`config.mk`:
```
export PLATFORM = sky130hd
export DESIGN_NAME = gill_ctrl
export DESIGN_NICKNAME = d
export VERILOG_FILES = /design/src/hdl/gill_pkg.sv /design/src/hdl/gill_ctrl.sv
export SDC_FILE = /design/constraint.sdc
export NUM_CORES = 1
export LEC_CHECK = 0
export BUFFER_PORTS_ARGS = -buffer_cell sky130_fd_sc_hd__buf_2
export CORE_AREA = 2 2 39 41
export CTS_BUF_LIST = sky130_fd_sc_hd__clkbuf_16
export DETAILED_ROUTE_END_ITERATION = 6
export DIE_AREA = 0 0 41 43
export PLACE_DENSITY_LB_ADDON = 0.15
export SLEW_MARGIN = 20
export SYNTH_ARGS = -nofsm -noshare
export SYNTH_HDL_FRONTEND = slang
export SYNTH_SLANG_ARGS = --single-unit
```
`constraint.sdc`:
```
create_clock -name clk_i -period 1.6 [get_ports clk_i]
set_clock_uncertainty 0.05 [all_clocks]
set_input_delay 0.16 -clock clk_i [delete_from_list [all_inputs] [get_ports clk_i]]
set_output_delay 0.16 -clock clk_i [all_outputs]
set_load 0.1 [all_outputs]
```
`src/hdl/gill_pkg.sv`:
```
// Package: shared types, codes and helpers for the Gillespie reaction selector.
`timescale 1ns / 1ps
package gill_pkg;

  localparam logic [1:0]  MODE_LOAD_RATE = 2'd0;
  localparam logic [1:0]  MODE_LOAD_POP  = 2'd1;
  localparam logic [1:0]  MODE_DRAW      = 2'd2;
  localparam logic [31:0] LN2_Q32        = 32'd2977044472;

  typedef struct packed {
    logic [1:0]  mode;
    logic [3:0]  reaction_index;
    logic [31:0] load_value;
    logic [31:0] uniform_pick;
    logic [31:0] uniform_time;
    logic [63:0] now_time;
  } item_t;

  typedef struct packed {
    logic        found;
    logic [3:0]  chosen_reaction;
    logic [63:0] next_time;
  } result_t;

  typedef enum logic [3:0] {
    ST_IDLE, ST_SUM_MUL, ST_SUM_ADD, ST_CHECK, ST_TGT_LO, ST_TGT_HI, ST_SEL_MUL,
    ST_SEL_ADD, ST_NORM, ST_SQ_MUL, ST_SQ_STEP, ST_LN_LO, ST_LN_HI, ST_DIV_INIT,
    ST_DIV
  } state_e;

  typedef enum logic [4:0] {
    OP_NONE, OP_LOAD, OP_START, OP_SUM_MUL, OP_SUM_ADD, OP_FIN_ZERO, OP_TGT_LO,
    OP_TGT_HI, OP_SEL_MUL, OP_SEL_ADD, OP_LOG_INIT, OP_NORM, OP_SQ_MUL, OP_SQ_STEP,
    OP_LN_LO, OP_LN_HI, OP_DIV_INIT, OP_DIV, OP_FINISH
  } op_e;

  typedef struct packed {
    logic cnt_eq_n;
    logic cnt_31;
    logic cnt_63;
    logic total_zero;
    logic hit;
    logic x_norm;
  } status_t;

  function automatic logic [63:0] sat_add(input logic [63:0] a, input logic [63:0] b);
    logic [64:0] s;
    s = {1'b0, a} + {1'b0, b};
    return s[64] ? {64{1'b1}} : s[63:0];
  endfunction

endpackage

```
`src/hdl/gill_ctrl.sv`:
```
// Controller: sequencing state machine for loads and draws.
`timescale 1ns / 1ps
module gill_ctrl
  import gill_pkg::*;
(
  input  logic    clk_i,
  input  logic    rst_ni,
  input  logic    start,
  input  logic [1:0] mode_i,
  input  status_t status_i,
  output op_e     op_o,
  output logic    busy
);

  state_e state_q, state_d;

  always_ff @(posedge clk_i or negedge rst_ni) begin
    if (!rst_ni) begin
      state_q <= ST_IDLE;
    end else begin
      state_q <= state_d;
    end
  end

  always_comb begin
    state_d = state_q;
    op_o    = OP_NONE;
    case (state_q)
      ST_IDLE: begin
        if (start) begin
          if (mode_i == MODE_LOAD_RATE || mode_i == MODE_LOAD_POP) begin
            op_o = OP_LOAD;
          end else if (mode_i == MODE_DRAW) begin
            op_o    = OP_START;
            state_d = ST_SUM_MUL;
          end
        end
      end
      ST_SUM_MUL: begin
        if (status_i.cnt_eq_n) begin
          state_d = ST_CHECK;
        end else begin
          op_o    = OP_SUM_MUL;
          state_d = ST_SUM_ADD;
        end
      end
      ST_SUM_ADD: begin
        op_o    = OP_SUM_ADD;
        state_d = ST_SUM_MUL;
      end
      ST_CHECK: begin
        if (status_i.total_zero) begin
          op_o    = OP_FIN_ZERO;
          state_d = ST_IDLE;
        end else begin
          state_d = ST_TGT_LO;
        end
      end
      ST_TGT_LO: begin
        op_o    = OP_TGT_LO;
        state_d = ST_TGT_HI;
      end
      ST_TGT_HI: begin
        op_o    = OP_TGT_HI;
        state_d = ST_SEL_MUL;
      end
      ST_SEL_MUL: begin
        if (status_i.cnt_eq_n || status_i.hit) begin
          op_o    = OP_LOG_INIT;
          state_d = ST_NORM;
        end else begin
          op_o    = OP_SEL_MUL;
          state_d = ST_SEL_ADD;
        end
      end
      ST_SEL_ADD: begin
        op_o    = OP_SEL_ADD;
        state_d = ST_SEL_MUL;
      end
      ST_NORM: begin
        if (status_i.x_norm) begin
          state_d = ST_SQ_MUL;
        end else begin
          op_o = OP_NORM;
        end
      end
      ST_SQ_MUL: begin
        op_o    = OP_SQ_MUL;
        state_d = ST_SQ_STEP;
      end
      ST_SQ_STEP: begin
        op_o    = OP_SQ_STEP;
        state_d = status_i.cnt_31 ? ST_LN_LO : ST_SQ_MUL;
      end
      ST_LN_LO: begin
        op_o    = OP_LN_LO;
        state_d = ST_LN_HI;
      end
      ST_LN_HI: begin
        op_o    = OP_LN_HI;
        state_d = ST_DIV_INIT;
      end
      ST_DIV_INIT: begin
        op_o    = OP_DIV_INIT;
        state_d = ST_DIV;
      end
      ST_DIV: begin
        if (status_i.cnt_63) begin
          op_o    = OP_FINISH;
          state_d = ST_IDLE;
        end else begin
          op_o = OP_DIV;
        end
      end
      default: state_d = ST_IDLE;
    endcase
  end

  assign busy = (state_q != ST_IDLE);

endmodule

```
Word level (Yosys, flattened, before mapping)
Cells that the tools add are included.
{ "word_totals": {"regBits": 4} }
{ "classes": {"mux": 19, "n_reduce_logical": 7, "n_eq_ne": 21} }
{ "op_table": {"columns": ["op", "n"], "rows": [
  ["5-bit one-hot mux with 15 select lines", 1],
  ["4-bit one-hot mux with 14 select lines", 1],
  ["4-bit equality test (second input constant)", 7],
  ["4-bit two-way mux", 7],
  ["4-bit by 3-bit equality test with 1-bit output (second input constant)", 4],
  ["2-bit two-way mux", 7],
  ["2-bit != test (second input constant)", 5],
  ["4-bit by 2-bit equality test with 1-bit output (second input constant)", 2],
  ["3-bit two-way mux", 2],
  ["5-bit AND reduction", 1],
  ["4-bit by 1-bit equality test with 1-bit output (second input constant)", 1],
  ["4-bit logical NOT", 1],
  ["4-bit nonzero test", 1],
  ["2-bit by 1-bit equality test with 1-bit output (second input constant)", 1],
  ["2-bit equality test (second input constant)", 1],
  ["2-bit logical NOT", 1],
  ["1-bit logical OR", 2],
  ["2-bit OR reduction", 1],
  ["1-bit two-way mux", 1]
]} }

Longest topological paths before layout
{ "depth": {"ltp_word": 5, "depth_mapped": 5, "mapped_depth_nobuf": 3} }

Worst setup path before layout
OpenSTA, ideal clock, no wires.
{ "synth_timing": {"path_kind": "reg-to-output", "startpoint": "reg state_q[2]", "endpoint": "out op_o[2]", "setup_slack_ns": -1.556, "path_buffers": 2, "path_stages_with_launch": 4, "required_time_ns": 1.390, "arrival_ns": 2.946, "cell_sequence": "dfrtp_1 > buf_4 > buf_2 > o31ai_1"} }
{ "synth_via": {"elab_chain_cells": 2, "elab_cells_between_ends": 16, "classes_between": "eq/ne (14); mux (1); reduce/logical (1)"} }
{ "synth_rtl": {"columns": ["item", "line", "source"], "rows": [
  ["start, declared", "gill_ctrl.sv:15", "state_e state_q, state_d;"],
  ["start signal, assigned", "gill_ctrl.sv:21", "state_q <= state_d;"],
  ["4-bit equality test, or another cell as far along", "gill_ctrl.sv:28", "case (state_q)"],
  ["5-bit one-hot mux with 15 select lines *", "gill_ctrl.sv:28", null],
  ["end, declared", "gill_ctrl.sv:11", "output op_e op_o,"]
]} }
Mark *: on every way between the ends. The rest lies on a longest branch, timed or not.

Worst setup path after layout
{ "layout_timing": {"startpoint": "reg state_q[2]", "endpoint": "out op_o[0]"} }
Same word-level chain as after synthesis.

==> out/metrics.cfg <==
[status]
status = finished, violations left
violations = setup timing

[clocking]
tritoncts = yes
htree_levels = 1
cts.clk_slew.worst_paths_ps = 30
cts_buffers = 3
cts.path.max_buffers = 2
clock_latency_ps = 220
root_buffer = clkbuf_16
cts.sinks = 4

[timing]
final_hold_viol_count = 0
grt_setup_unrepaired = true
tightest_slew_ps = 281
final.period_utilization_pct = 110
fmax_mhz = 569
finalSetupTns_ps = -695
min_period_ps = 1760
slew_violations = 0
setup_viol_count_final = 6
worst_slack_ps = -156
maxSlewHeadroom_pct = 81.3

[cells_and_area]
num_antenna_cells = 0
final_common_cell = buf_4
largest_register_ffs = 4
drive_gt1_share_pct = 64.2
largestRegisters = state_q: 4 flops
layout_common_cells = 15 x buf_4, 10 x buf_2, 9 x buf_6
nets = 122
areaGrowthSynthToFinish_pct = 93.1
regMostFlops = state_q

[place]
gp_congestion = 0.803
dp_hpwl_mm = 1.31
buffer_ports.inserted = 16

[logic_synthesis]
synthCells = 74
ys_ff_latch = 4
async_flop_share_pct = 100
synthTopCellsByArea = dfrtp_1 17%, nand2b_1 5.4%, nand2_1 4.6%
syn_area_per_cell_um2 = 7.79
ys_seq_area_share_pct = 17.4
synth_top_cell_area_share_pct = 17.4
synth_area_leader_cell = dfrtp_1
synth_ff_type = dfrtp_1
synth-edff-count = 0
syn_nets = 85
synth.distinct_cells = 38
synth_area_um2 = 577
ys_warn_count = 0

[setup_path]
rr_endpoint = state_q[1]
cp.required_ps = 1390
path_cells = and3b_1 -> o211ai_1 -> buf_4 -> o221ai_4 -> buf_12
rr_worst_depth = 7
cpMaxStageDelayCell = dfrtp_2
crit_path_start_kind = flip-flop
path_max_fanout = 7
end_kind = output port
arrival_ps = 1550
critPathKind = reg2out
slowest_delay_ps = 460
r2r_start = state_q[0]
r2r_setup_slack_ps = 30

[worst_hold_path]
hold_path_class = in2async

[detailed_routing]
avgViaCountPerCell = 5.69
ant_nets = 0
drtPass1Iterations = 4
drc = 0
drt_iter0_markers = 10
vias = 711
post_drt_wl_per_cell_um = 15.3
finalWirelength_mm = 1.91

[grt]
antenna_found_initial = 0
grt-ovfl-total = 0
use_met3_pct = 5.24
grt_pass1_wl_mm = 3.17
grt_util_met1_pct = 29.7
met2_usage_pct = 45.9
grt_start_max_net_pins = 10
busiest_layer = met2
track_usage_pct = 26.7
grt_pass1_vias = 744

[floorplan]
die_x_um = 41
initial_core_util_pct = 41.7
core.rowCount = 14
core-area_um2 = 1380
dieArea_um2 = 1760
dieHeight_um = 43
io_pins = 17

[run]
drv_cap = 0

-- cell type report --
| type | instances | area, um2 |
|---|---|---|
| clock buffers | 3 | 75.1 |
| fillers | 84 | 270 |
| inverters | 3 | 15.0 |
| multi-input cells | 59 | 524 |
| flip-flops and latches | 4 | 105 |
| well taps | 16 | 20.0 |
| repair buffers | 40 | 374 |
-- logic make-up after synthesis --
group / share of synthesized area, %
AND/OR/NAND/NOR: 41.9
AO/OA/AOI/OAI: 28.4
buffers and inverters: 12.4
flip-flops: 17.4
-- metal layers --
metal,wire length (um),vias up
met4,19,0
li1,-,341
met1,775,346
met5,0,-
met2,1050,22
met3,67,2
-- worst max path at each step --
stage / from / end / slack [ps] / cells after the start
detailed placement: state_q[1] / busy / -50 / 4
global placement: state_q[1] / op_o[1] / -30 / 5
CTS: state_q[2] / op_o[1] / -140 / 5
finish: state_q[2] / op_o[0] / -160 / 5
global route: state_q[1] / op_o[1] / -200 / 5
floorplan: state_q[3] / op_o[1] / -440 / 5
-- cells in the mapped netlist, types with 2 or more instances --
cell type,n
a21o_1,2
a21oi_1,4
and3b_1,2
buf_2,3
buf_4,3
buf_6,2
dfrtp_1,4
inv_1,3
nand2_1,7
nand2b_1,5
nor2_1,4
nor2b_1,4
nor3_1,2
o211ai_1,2
o21ai_0,2
o21ai_1,2
o221a_1,2
-- repair_timing --
item | 4_1_cts | 5_1_grt
hold endpoints to repair | 4 | 0
resized for setup | 20 | 13
pin swaps | 6 | 3
endpoints found under the setup margin | 6 | 8
setup buffers | 8 | 1
hold buffers | 1 | 0
-- critical path: cells and delay by family, from the launching register on --
kind                   cells  cell delay (ps)
flip-flops                 1              460
AO/OA/AOI/OAI              2              300
AND/OR/NAND/NOR            1              210
buffers and inverters      2              350
-- per-stage QoR --
step / setup slack [ps] / cell area (um2) / instances / util, % / hold WS [ps]
after global routing: -197 / 1110 / 125 / 80.5 / 238
after detailed placement: -47.2 / 852 / 112 / 61.6 / -82.2
final: -156 / 1110 / 125 / 80.5 / 219
after floorplan: -437 / 638 / 74 / - / -186
after global placement: -30.1 / 852 / 112 / 61.6 / -81.3
after CTS: -140 / 1060 / 124 / 76.6 / 222
Power is not shown: default switching activity piles up to over one toggle a cycle in this logic, so the estimate is an artifact.
